==> config.mk <==
export PLATFORM = sky130hd
export DESIGN_NAME = hamming_sec_codec
export DESIGN_NICKNAME = d
export VERILOG_FILES = /design/src/rtl/core/hsc_pkg.sv /design/src/rtl/core/hsc_cfg.sv /design/src/rtl/core/hsc_enc.sv /design/src/rtl/core/hsc_dec.sv /design/src/rtl/core/hamming_sec_codec.sv
export SDC_FILE = /design/constraint.sdc
export NUM_CORES = 1
export LEC_CHECK = 0
export BUFFER_PORTS_ARGS = -buffer_cell sky130_fd_sc_hd__buf_2
export CORE_MARGIN = 1
export CORE_UTILIZATION = 45
export CTS_CLUSTER_SIZE = 12
export DETAILED_ROUTE_END_ITERATION = 8
export PLACE_DENSITY = 0.68
export SLEW_MARGIN = 15
export SYNTH_ARGS = -nofsm -noshare
export SYNTH_HDL_FRONTEND = slang
export SYNTH_SLANG_ARGS = --single-unit
==> constraint.sdc <==
create_clock -name clk -period 34.5 [get_ports clk]
set_input_delay 6.9 -clock clk [delete_from_list [all_inputs] [get_ports clk]]
set_output_delay 6.9 -clock clk [all_outputs]
set_load 0.01 [all_outputs]
==> src/rtl/core/hsc_pkg.sv <==
// ----------------------------------------------------------------------------
// hsc_pkg: shared types, constants and functions of the Hamming SEC codec
// Field widths, payload structs, code geometry and the syndrome function
// used by both the encoder and the decoder.
// ----------------------------------------------------------------------------
package hsc_pkg;

  // Field widths
  localparam int DATA_W = 32;  // data word
  localparam int CODE_W = 38;  // code word, position p at bit p-1
  localparam int SYN_W  = 6;   // syndrome / error position
  localparam int CFG_W  = 6;   // data length register

  // Defaults for the top-level parameters
  localparam int MAX_DATA_BITS_DEF   = 32;
  localparam int MAX_PARITY_BITS_DEF = 6;

  // Data length after reset
  localparam logic [CFG_W-1:0] DATA_BITS_RST = CFG_W'(32);

  typedef enum logic {
    OP_ENCODE = 1'b0,
    OP_DECODE = 1'b1
  } op_t;

  typedef enum logic [1:0] {
    ST_OK        = 2'd0,
    ST_CORRECTED = 2'd1,
    ST_BEYOND    = 2'd2
  } status_t;

  typedef struct packed {
    op_t               opcode;
    logic [DATA_W-1:0] data_word;
    logic [CODE_W-1:0] code_word;
  } hsc_in_t;

  typedef struct packed {
    logic [CODE_W-1:0] code_out;
    logic [DATA_W-1:0] data_out;
    logic [SYN_W-1:0]  error_position;
    status_t           status;
  } hsc_out_t;

  // Effective code geometry: data length m and code length n
  typedef struct packed {
    logic [CFG_W-1:0] m;
    logic [CFG_W-1:0] n;
  } hsc_geom_t;

  // Code position (1-based) of the j-th data slot: the j-th position
  // that is not a power of two
  function automatic int slot_pos(input int j);
    int cnt;
    int pos;
    cnt = 0;
    pos = 0;
    for (int p = 1; p <= CODE_W; p++) begin
      if ((p & (p - 1)) != 0) begin
        if (cnt == j) pos = p;
        cnt++;
      end
    end
    return pos;
  endfunction

  // Positions whose index has bit k set
  function automatic logic [CODE_W-1:0] cover_mask(input int k);
    logic [CODE_W-1:0] msk;
    msk = '0;
    for (int p = 1; p <= CODE_W; p++) begin
      msk[p-1] = ((p >> k) & 1) != 0;
    end
    return msk;
  endfunction

  // XOR of the indices of all set positions
  function automatic logic [SYN_W-1:0] syndrome(input logic [CODE_W-1:0] w);
    logic [SYN_W-1:0] s;
    for (int k = 0; k < SYN_W; k++) begin
      s[k] = ^(w & cover_mask(k));
    end
    return s;
  endfunction

endpackage

==> src/rtl/core/hsc_cfg.sv <==
// ----------------------------------------------------------------------------
// hsc_cfg: data length register
// Clamps the written data length and holds the resulting data length and
// code length (data plus parity count from 2^r >= m + r + 1).
// ----------------------------------------------------------------------------
module hsc_cfg
  import hsc_pkg::*;
#(
  parameter int MAX_DATA_BITS   = MAX_DATA_BITS_DEF,
  parameter int MAX_PARITY_BITS = MAX_PARITY_BITS_DEF
) (
  input  logic             clk,
  input  logic             rst_n,
  input  logic             cfg_we,
  input  logic [CFG_W-1:0] cfg_data,
  output hsc_geom_t        geom
);

  // Largest data length the data field can carry
  localparam int MAX_M = (MAX_DATA_BITS < DATA_W) ? MAX_DATA_BITS : DATA_W;

  hsc_geom_t geom_r;
  hsc_geom_t geom_nxt;

  // Clamp the length, then find the parity count (a few narrow steps)
  function automatic hsc_geom_t geom_of(input logic [CFG_W-1:0] v);
    hsc_geom_t g;
    int        m;
    int        r;
    m = int'(v);
    if (m < 1) m = 1;
    if (m > MAX_M) m = MAX_M;
    r = 1;
    for (int i = 1; i < MAX_PARITY_BITS; i++) begin
      if ((1 << r) < m + r + 1) r = r + 1;
    end
    g.m = CFG_W'(m);
    g.n = CFG_W'(m + r);
    return g;
  endfunction

  // Next geometry on a register write
  always_comb begin
    geom_nxt = geom_r;
    if (cfg_we) geom_nxt = geom_of(cfg_data);
  end

  always_ff @(posedge clk) begin
    if (!rst_n) begin
      geom_r <= geom_of(DATA_BITS_RST);
    end else begin
      geom_r <= geom_nxt;
    end
  end

  assign geom = geom_r;

endmodule

==> src/rtl/core/hsc_enc.sv <==
// ----------------------------------------------------------------------------
// hsc_enc: Hamming encoder
// Places the data most significant bit first into the non-power-of-two
// positions and fills the parity positions from the data syndrome.
// ----------------------------------------------------------------------------
module hsc_enc
  import hsc_pkg::*;
(
  input  hsc_geom_t         geom,
  input  logic [DATA_W-1:0] data_word,
  output logic [CODE_W-1:0] code_out,
  output logic [DATA_W-1:0] data_out
);

  logic [CFG_W-1:0]  gap;
  logic [DATA_W-1:0] data_left;
  logic [CODE_W-1:0] w_data;
  logic [SYN_W-1:0]  s;

  // Left-justify the used data bits; slot j takes bit DATA_W-1-j
  assign gap       = CFG_W'(DATA_W) - geom.m;
  assign data_left = data_word << gap;
  assign data_out  = data_word & ({DATA_W{1'b1}} >> gap);

  // Data bits into their slots, parity positions left clear
  always_comb begin
    w_data = '0;
    for (int j = 0; j < DATA_W; j++) begin
      w_data[slot_pos(j)-1] = data_left[DATA_W-1-j];
    end
  end

  // Parity bit 2^k takes syndrome bit k so the full word checks to zero
  assign s = syndrome(w_data);

  always_comb begin
    code_out = w_data;
    for (int k = 0; k < SYN_W; k++) begin
      if ((1 << k) <= CODE_W) code_out[(1 << k) - 1] = s[k];
    end
  end

endmodule

==> src/rtl/core/hsc_dec.sv <==
// ----------------------------------------------------------------------------
// hsc_dec: Hamming decoder
// Masks the received word to the code length, computes the syndrome,
// flips the named bit when it lies inside the code, and extracts the data.
// ----------------------------------------------------------------------------
module hsc_dec
  import hsc_pkg::*;
(
  input  hsc_geom_t         geom,
  input  logic [CODE_W-1:0] code_word,
  output logic [CODE_W-1:0] code_out,
  output logic [DATA_W-1:0] data_out,
  output logic [SYN_W-1:0]  error_position,
  output status_t           status
);

  logic [CODE_W-1:0] w;
  logic [CODE_W-1:0] flip;
  logic [SYN_W-1:0]  s;
  logic [DATA_W-1:0] slots;

  // Ignore positions past the code length
  assign w = code_word & ({CODE_W{1'b1}} >> (CFG_W'(CODE_W) - geom.n));
  assign s = syndrome(w);

  // Classify the syndrome
  always_comb begin
    if (s == '0) begin
      status = ST_OK;
    end else if (s <= geom.n) begin
      status = ST_CORRECTED;
    end else begin
      status = ST_BEYOND;
    end
  end

  // Single-bit correction
  assign flip     = (status == ST_CORRECTED) ? (CODE_W'(1) << (s - SYN_W'(1))) : '0;
  assign code_out = w ^ flip;

  // Gather slots, first slot as MSB, then right-align to the data length
  always_comb begin
    for (int j = 0; j < DATA_W; j++) begin
      slots[DATA_W-1-j] = code_out[slot_pos(j)-1];
    end
  end

  assign data_out       = slots >> (CFG_W'(DATA_W) - geom.m);
  assign error_position = s;

endmodule

==> src/rtl/core/hamming_sec_codec.sv <==
// ----------------------------------------------------------------------------
// hamming_sec_codec: Hamming single-error-correcting encoder/decoder
// Encodes data words or checks and corrects code words for a configured
// data length of 1 to 32 bits, even parity, parity bits at powers of two.
// ----------------------------------------------------------------------------
//
//   channel | direction | handshake            | payload
//   --------+-----------+----------------------+----------------------------
//   in_     | input     | in_valid / in_stall  | hsc_in_t  (opcode, words)
//   out_    | output    | out_valid / out_stall| hsc_out_t (words, syndrome)
//   cfg_    | input     | cfg_we               | cfg_data  (data length)
//
// One item per cycle sustained while out_stall is low; a transfer on in_ passes
// through the input register, one pass of XOR trees and shifts, and the result
// register before it shows on out_. out_stall holds the result register and,
// only when both registers are full, raises in_stall in the same cycle.
// Synchronous active-low reset empties both registers and sets the data
// length to 32; no clearing pass.
// ----------------------------------------------------------------------------
module hamming_sec_codec
  import hsc_pkg::*;
#(
  parameter int MAX_DATA_BITS   = MAX_DATA_BITS_DEF,
  parameter int MAX_PARITY_BITS = MAX_PARITY_BITS_DEF
) (
  input  logic             clk,
  input  logic             rst_n,
  // input channel
  input  logic             in_valid,
  output logic             in_stall,
  input  hsc_in_t          in_data,
  // result channel
  output logic             out_valid,
  input  logic             out_stall,
  output hsc_out_t         out_data,
  // configuration
  input  logic             cfg_we,
  input  logic [CFG_W-1:0] cfg_data
);

  hsc_geom_t geom;

  logic     in_valid_r;
  logic     in_valid_nxt;
  hsc_in_t  in_data_r;
  logic     out_valid_r;
  logic     out_valid_nxt;
  hsc_out_t out_data_r;
  hsc_out_t result;
  logic     advance;

  logic [CODE_W-1:0] enc_code;
  logic [DATA_W-1:0] enc_data;
  logic [CODE_W-1:0] dec_code;
  logic [DATA_W-1:0] dec_data;
  logic [SYN_W-1:0]  dec_syn;
  status_t           dec_status;

  // Data length register
  hsc_cfg #(
    .MAX_DATA_BITS   (MAX_DATA_BITS),
    .MAX_PARITY_BITS (MAX_PARITY_BITS)
  ) u_cfg (
    .clk      (clk),
    .rst_n    (rst_n),
    .cfg_we   (cfg_we),
    .cfg_data (cfg_data),
    .geom     (geom)
  );

  hsc_enc u_enc (
    .geom      (geom),
    .data_word (in_data_r.data_word),
    .code_out  (enc_code),
    .data_out  (enc_data)
  );

  hsc_dec u_dec (
    .geom           (geom),
    .code_word      (in_data_r.code_word),
    .code_out       (dec_code),
    .data_out       (dec_data),
    .error_position (dec_syn),
    .status         (dec_status)
  );

  // Result register can load when empty or when its transfer completes
  assign advance  = !out_valid_r || !out_stall;
  assign in_stall = in_valid_r && !advance;

  // Select the result of the requested operation
  always_comb begin
    if (in_data_r.opcode == OP_DECODE) begin
      result.code_out       = dec_code;
      result.data_out       = dec_data;
      result.error_position = dec_syn;
      result.status         = dec_status;
    end else begin
      result.code_out       = enc_code;
      result.data_out       = enc_data;
      result.error_position = '0;
      result.status         = ST_OK;
    end
  end

  // Valid flags of both stages
  always_comb begin
    in_valid_nxt  = in_valid_r;
    out_valid_nxt = out_valid_r;
    if (!in_stall) in_valid_nxt = in_valid;
    if (advance) out_valid_nxt = in_valid_r;
  end

  always_ff @(posedge clk) begin
    if (!rst_n) begin
      in_valid_r  <= 1'b0;
      out_valid_r <= 1'b0;
    end else begin
      in_valid_r  <= in_valid_nxt;
      out_valid_r <= out_valid_nxt;
    end
  end

  // Payload registers
  always_ff @(posedge clk) begin
    if (in_valid && !in_stall) in_data_r <= in_data;
    if (advance && in_valid_r) out_data_r <= result;
  end

  assign out_valid = out_valid_r;
  assign out_data  = out_data_r;

endmodule

==> results_dict.tcl, run 1 <==
set metrics [dict create \
    syn_avg_cell_area_um2 8.88 \
    finClkSkew_ps 15.8 \
    yosysTopAreaCell "edfxtp_1" \
    grt-ovfl-total 0 \
    worstSetupStartpointType "primary input" \
    hold_violations 0 \
    total_power_mw 1.75 \
    max_slew.worst_pin.slew_ps 1030 \
    critPathMaxFanout 11 \
    powerDensity_nw_per_um2 102 \
    crit_slowest_cell "or4b_2" \
    grt_pass1_wl_um 77700 \
    antenna_left 0 \
    status "finished, final reports clean" \
    core_um2 33600 \
    netlist_instances 1734 \
    fin_crit_sh 0.571 \
    dieArea_um2 35000 \
    antenna_found_initial 0 \
    drtIter0Drc 1867 \
    postCtsHoldBufs 0 \
    place_inst 2251 \
    cts_tree "yes" \
    nFillCells 3206 \
    fin_setup_tns_ps 0 \
    syn_to_final_growth_pct 11.4 \
    rsz0062_at_grt "false" \
    clk_latency_ps 460 \
    cellLeakagePower_nw 6.75 \
    maxSlewViolCount 0 \
    ys_ff_latch 163 \
    yosys-top-cells-count "nand2_1, edfxtp_1, nor2_1" \
    ios 162 \
    numClockSinks 163 \
    grt_usage 0.288 \
    wl_um 50800 \
    ys.flop_type "edfxtp_1" \
    synth_cell_types 94 \
    first_pass_iters 6 \
    syn-cell-area_um2 15400 \
    start_util 0.458 \
    via_per_inst 6.27 \
    path_clk_slew_ps 70 \
    grt_max_degree 83 \
    dpl.hpwl_um 37600 \
    antennaDiodeCount 0 \
    path_class "primary input to flip-flop" \
    wire_per_inst_um 22.3 \
    instances_no_fill 2283 \
    synth_top_area_frac 0.291 \
    vias 14300 \
    holdCritPathClass "flip-flop to flip-flop" \
    fin_nets 1975 \
    clockBufferDepth 2 \
    row_count 67 \
    gp_congestion 0.977 \
    synth_most_common_cell "nand2_1" \
    required_ps 34890 \
    dieWidth_um 187 \
    synth-seq-area-share 0.309 \
    synth_area_leaders "edfxtp_1, xnor2_1, ha_1" \
    portBuffers 161 \
    cpPeakStageDelay_ps 660 \
    cpMostUsedCell "ha_1" \
    finalSetupViolations 0 \
    whs_ps 524 \
    synth_edf_count 149 \
    maxSlewHeadroom 0.314 \
    ys_warn_count 0 \
    post_cts_resized 0 \
    placed_area_um2 16600 \
    final_cell_area_um2 17200 \
    peakVddDrop_uv 108 \
    cts_setup_buffers 0 \
    synthArstFlopShare 0 \
    fmax_ghz 0.0508 \
    cts_max_level 4 \
    cap_viol_max_count 0 \
    period_needed_ps 19690 \
    drive_gt1_frac 0.166 \
    grt_pass1_vias 13300 \
    ff_latch_area_um2 4760 \
    dieHeight_um 187 \
    multi_input_area_um2 10000 \
    cts_root_buffer "clkbuf_16" \
    crit_arrival_ps 20080 \
    cp-end-kind "flip-flop" \
    drc 0 \
    cts_buffers 17 \
]
-- metrics by stage --
step	utilization	setup WS [ps]
floorplan	-	15450
global placement	0.492	14620
detailed placement	0.492	14340
CTS	0.510	14780
global route	0.510	13830
finish	0.510	14810
-- kinds of logic (layout without fill, tap and decap cells) --
logic type | count (synthesis) | count (layout) | synth area share
and+or+nand+nor | 582 | 582 | 0.177
AOI/OAI and AO/OA | 442 | 442 | 0.197
xor gates and xnor gates | 176 | 176 | 0.106
buffers and inverters | 170 | 270 | 0.0444
DFF | 163 | 163 | 0.309
muxes | 128 | 128 | 0.105
adders and majority gates | 71 | 71 | 0.0606
other | 2 | 3 | 0.000488
-- state kept, by name, indices dropped and copies added, names as in the netlist --
register,cells
out_valid,1
u_cfg.geom,12
out_data,78
in_valid_r,1
in_data_r,71
-- where the power goes --
| group | internal, mW | switching, mW | total [mW] | leakage, nW |
|---|---|---|---|---|
| Clock | 0.115 | 0.0840 | 0.199 | 0.287 |
| Combinational | 0.422 | 0.856 | 1.28 | 4.92 |
| Sequential | 0.256 | 0.0175 | 0.274 | 1.54 |
| Total | 0.794 | 0.957 | 1.75 | 6.75 |
-- per-layer routing --
layer | track usage | up-vias | wire, µm
met3 | 0.0529 | 112 | 5160
met5 | 0 | - | 0
met4 | 0.117 | 0 | 1700
li1 | - | 6574 | -
met2 | 0.426 | 868 | 21900
met1 | 0.413 | 6762 | 22100
-- cells in the final DEF (no fill, tap or decap), types with 14 or more instances in the layout --
master / count
mux4_2: 24
edfxtp_1: 149
nand2_1: 213
nand2b_1: 14
nand3_1: 46
xnor2_1: 117
buf_2: 161
o2111ai_1: 21
mux2_2: 27
o21ai_0: 88
o211ai_1: 34
and2_1: 18
inv_1: 49
ha_1: 63
buf_4: 27
nor2_1: 146
and3_1: 29
xor2_1: 47
clkbuf_16: 17
a21oi_1: 96
a21o_1: 20
nor2b_1: 24
nor3_1: 22
a211oi_1: 21
mux2i_1: 75
o22ai_1: 15
-- worst max-delay path: cells and delay by family --
family          cells  cell delay (ps)
compound gates     19             3900
xor+xnor            4              620
fa+ha+maj          15             5180
buf+inv             5              980
mux                 1              360
simple gates        9             2140
-- cell type report --
type | instances | area share
Sequential cell | 163 | 0.277
Clock inverter | 13 | 0.0101
Multi-Input combinational cell | 1402 | 0.585
Clock buffer | 19 | 0.0252
Tap cell | 448 | 0.0327
Timing Repair Buffer | 188 | 0.0588
Inverter | 50 | 0.0109
-- worst paths after layout --
kind / from / to / slack (ps) / cells past startpoint
hold reg to reg: in_valid_r$_SDFFE_PN0N_ / out_valid$_SDFFE_PN0N_ / 520 / 2
setup / recovery: cfg_data[5] / u_cfg.geom[5]$_SDFFE_PN1P_ / 14810 / 53
setup reg to reg: u_cfg.geom[1]$_SDFFE_PN1P_ / out_data[8]$_DFFE_PP_ / 25850 / 31
hold / removal: in_valid_r$_SDFFE_PN0N_ / out_valid$_SDFFE_PN0N_ / 520 / 2
(Power assumes the default switching activity.)
==> run 2, diff against run 1 <==
==> constraint.sdc (replaced) <==
create_clock -name clk -period 18.55 [get_ports clk]
set_input_delay 3.71 -clock clk [delete_from_list [all_inputs] [get_ports clk]]
set_output_delay 3.71 -clock clk [all_outputs]
set_load 0.01 [all_outputs]
==> run 2 against run 1 <==
Clock-buffer cell count down 1; clock power up 89%; clock skew down 0.93 ps; wire length down 0.17%; worst setup slack worse by 13000 ps; critical path depth up 4; via count unchanged; first-iteration DRC count up 7.5%; total power up 88%; non-clock buffer count up 3; critical path type unchanged; flip-flop and latch count unchanged; combinational power up 88%.
==> results_dict.tcl, run 2 (synthesis gave the netlist of run 1 again) <==
set metrics [dict create \
    crit_slowest_cell "or4b_2" \
    dieHeight_um 187 \
    ff_latch_area_um2 4760 \
    row_count 67 \
    fmax_ghz 0.0605 \
    status "finished, final reports clean" \
    crit_family "adder cells" \
    clkPwrFrac 0.114 \
    path_class "primary input to flip-flop" \
    numClockSinks 163 \
    portBuffers 161 \
    fin_nets 1978 \
    cts_buffers 17 \
    critPathMaxFanout 11 \
    crit_arrival_ps 16920 \
    grt_pass1_wl_um 77300 \
    dpl.hpwl_um 37700 \
    busiest_layer "met2" \
    antennaDiodeCount 0 \
    dieWidth_um 187 \
    globalRouteMet1Util 0.405 \
    switchingPower_mw 1.81 \
    drtIter0Drc 2007 \
    holdCritPathClass "flip-flop to flip-flop" \
    post_cts_resized 0 \
    p_int_mw 1.49 \
    mostFrequentLayoutCells "nand2_1, buf_2, edfxtp_1" \
    grt-ovfl-total 0 \
    powerDensity_nw_per_um2 192 \
    hold_violations 0 \
    finClkSkew_ps 14.9 \
    p_seq_frac 0.154 \
    antenna_left 0 \
    dieArea_um2 35000 \
    grt_util_met3 0.0537 \
    largest_reg_flops 78 \
    wl_um 50700 \
    drc 0 \
    antenna_found_initial 1 \
    cts_tree "yes" \
    max_slew.worst_pin.slew_ps 1100 \
    fin_crit_sh 0.891 \
    required_ps 18940 \
    p_comb_frac 0.731 \
    postCtsHoldBufs 0 \
    p_sw_frac 0.548 \
    finalSetupViolations 0 \
    vias 14300 \
    gp_congestion 0.984 \
    drive_gt1_frac 0.168 \
    grt_max_degree 75 \
    final_common_cell "nand2_1" \
    path_clk_slew_ps 70 \
    wire_per_inst_um 22.2 \
    ios 162 \
    clk_latency_ps 460 \
    cellLeakagePower_nw 6.77 \
    cap_viol_max_count 0 \
    nFillCells 3174 \
    cpPeakStageDelay_ps 660 \
    period_needed_ps 16530 \
    worstSetupStartpointType "primary input" \
    path_buf_inv 6 \
    use_met2 0.439 \
    cpMostUsedCell "ha_1" \
    rsz0062_at_grt "false" \
    cts_max_level 4 \
    start_util 0.458 \
    fin_setup_tns_ps 0 \
    grt_usage 0.287 \
    cts_root_buffer "clkbuf_16" \
    multi_input_area_um2 10000 \
    cp-end-kind "flip-flop" \
    via_per_inst 6.26 \
    clockBufferDepth 2 \
    grt_pass1_vias 13200 \
    first_pass_iters 6 \
    core_um2 33600 \
    maxSlewViolCount 0 \
    syn_to_final_growth_pct 11.6 \
    cts_setup_buffers 0 \
    final_util 0.511 \
    peakVddDrop_uv 215 \
    maxSlewHeadroom 0.267 \
]
## run 2: power groups by stage
stage	Combinational, mW	Clock, mW	Sequential (mW)
finish	2.41	0.376	0.509
global route	2.57	0.393	0.514
CTS	2.33	0.382	0.509
detailed placement	2.31	0	0.516
global placement	2.28	0	0.515
floorplan	1.67	0	0.522
## run 2: final timing paths
check / start / end / slack, ps / cells after the start
worst min-delay path: in_valid_r$_SDFFE_PN0N_ / out_valid$_SDFFE_PN0N_ / 530 / 2
worst max-delay path: cfg_data[5] / u_cfg.geom[5]$_SDFFE_PN1P_ / 2020 / 57
worst min register to register: in_valid_r$_SDFFE_PN0N_ / out_valid$_SDFFE_PN0N_ / 530 / 2
worst max register to register: u_cfg.geom[1]$_SDFFE_PN1P_ / out_data[8]$_DFFE_PP_ / 9780 / 31
## run 2: metal layers
layer  share of wire  vias to the layer above
met1            0.43                     6714
met4           0.031                        0
met5               0                        -
met3            0.11                      120
met2            0.43                      902
li1                -                     6580
## run 2: cell type report
class                   count  share of cell area
clock buffers              18              0.0250
flip-flops and latches    163               0.277
multi-input cells        1402               0.584
clock inverters            14              0.0109
inverters                  50              0.0109
repair buffers            191              0.0600
well taps                 448              0.0326
## run 2: stage by stage
step           hold slack [ps]  worst slack, ps  instance area [µm²]  std cells  power (mW)
2_1_floorplan              466             2690                15400       1735        2.19
3_3_place_gp               499             1860                16600       2254        2.80
3_5_place_dp               522             1570                16600       2254        2.83
4_1_cts                    530             1960                17200       2286        3.22
5_1_grt                    571             1020                17200       2286        3.48
6_report                   526             2020                17200       2286        3.29
## run 2: worst register-to-register path: cells and delay by family, from the launching register on
family,cells,cell delay [ps]
xor gates and xnor gates,3,450
DFF,1,510
adders and majority gates,3,990
and+or+nand+nor,6,1660
AOI/OAI and AO/OA,10,2740
muxes,3,850
buffers and inverters,6,1330
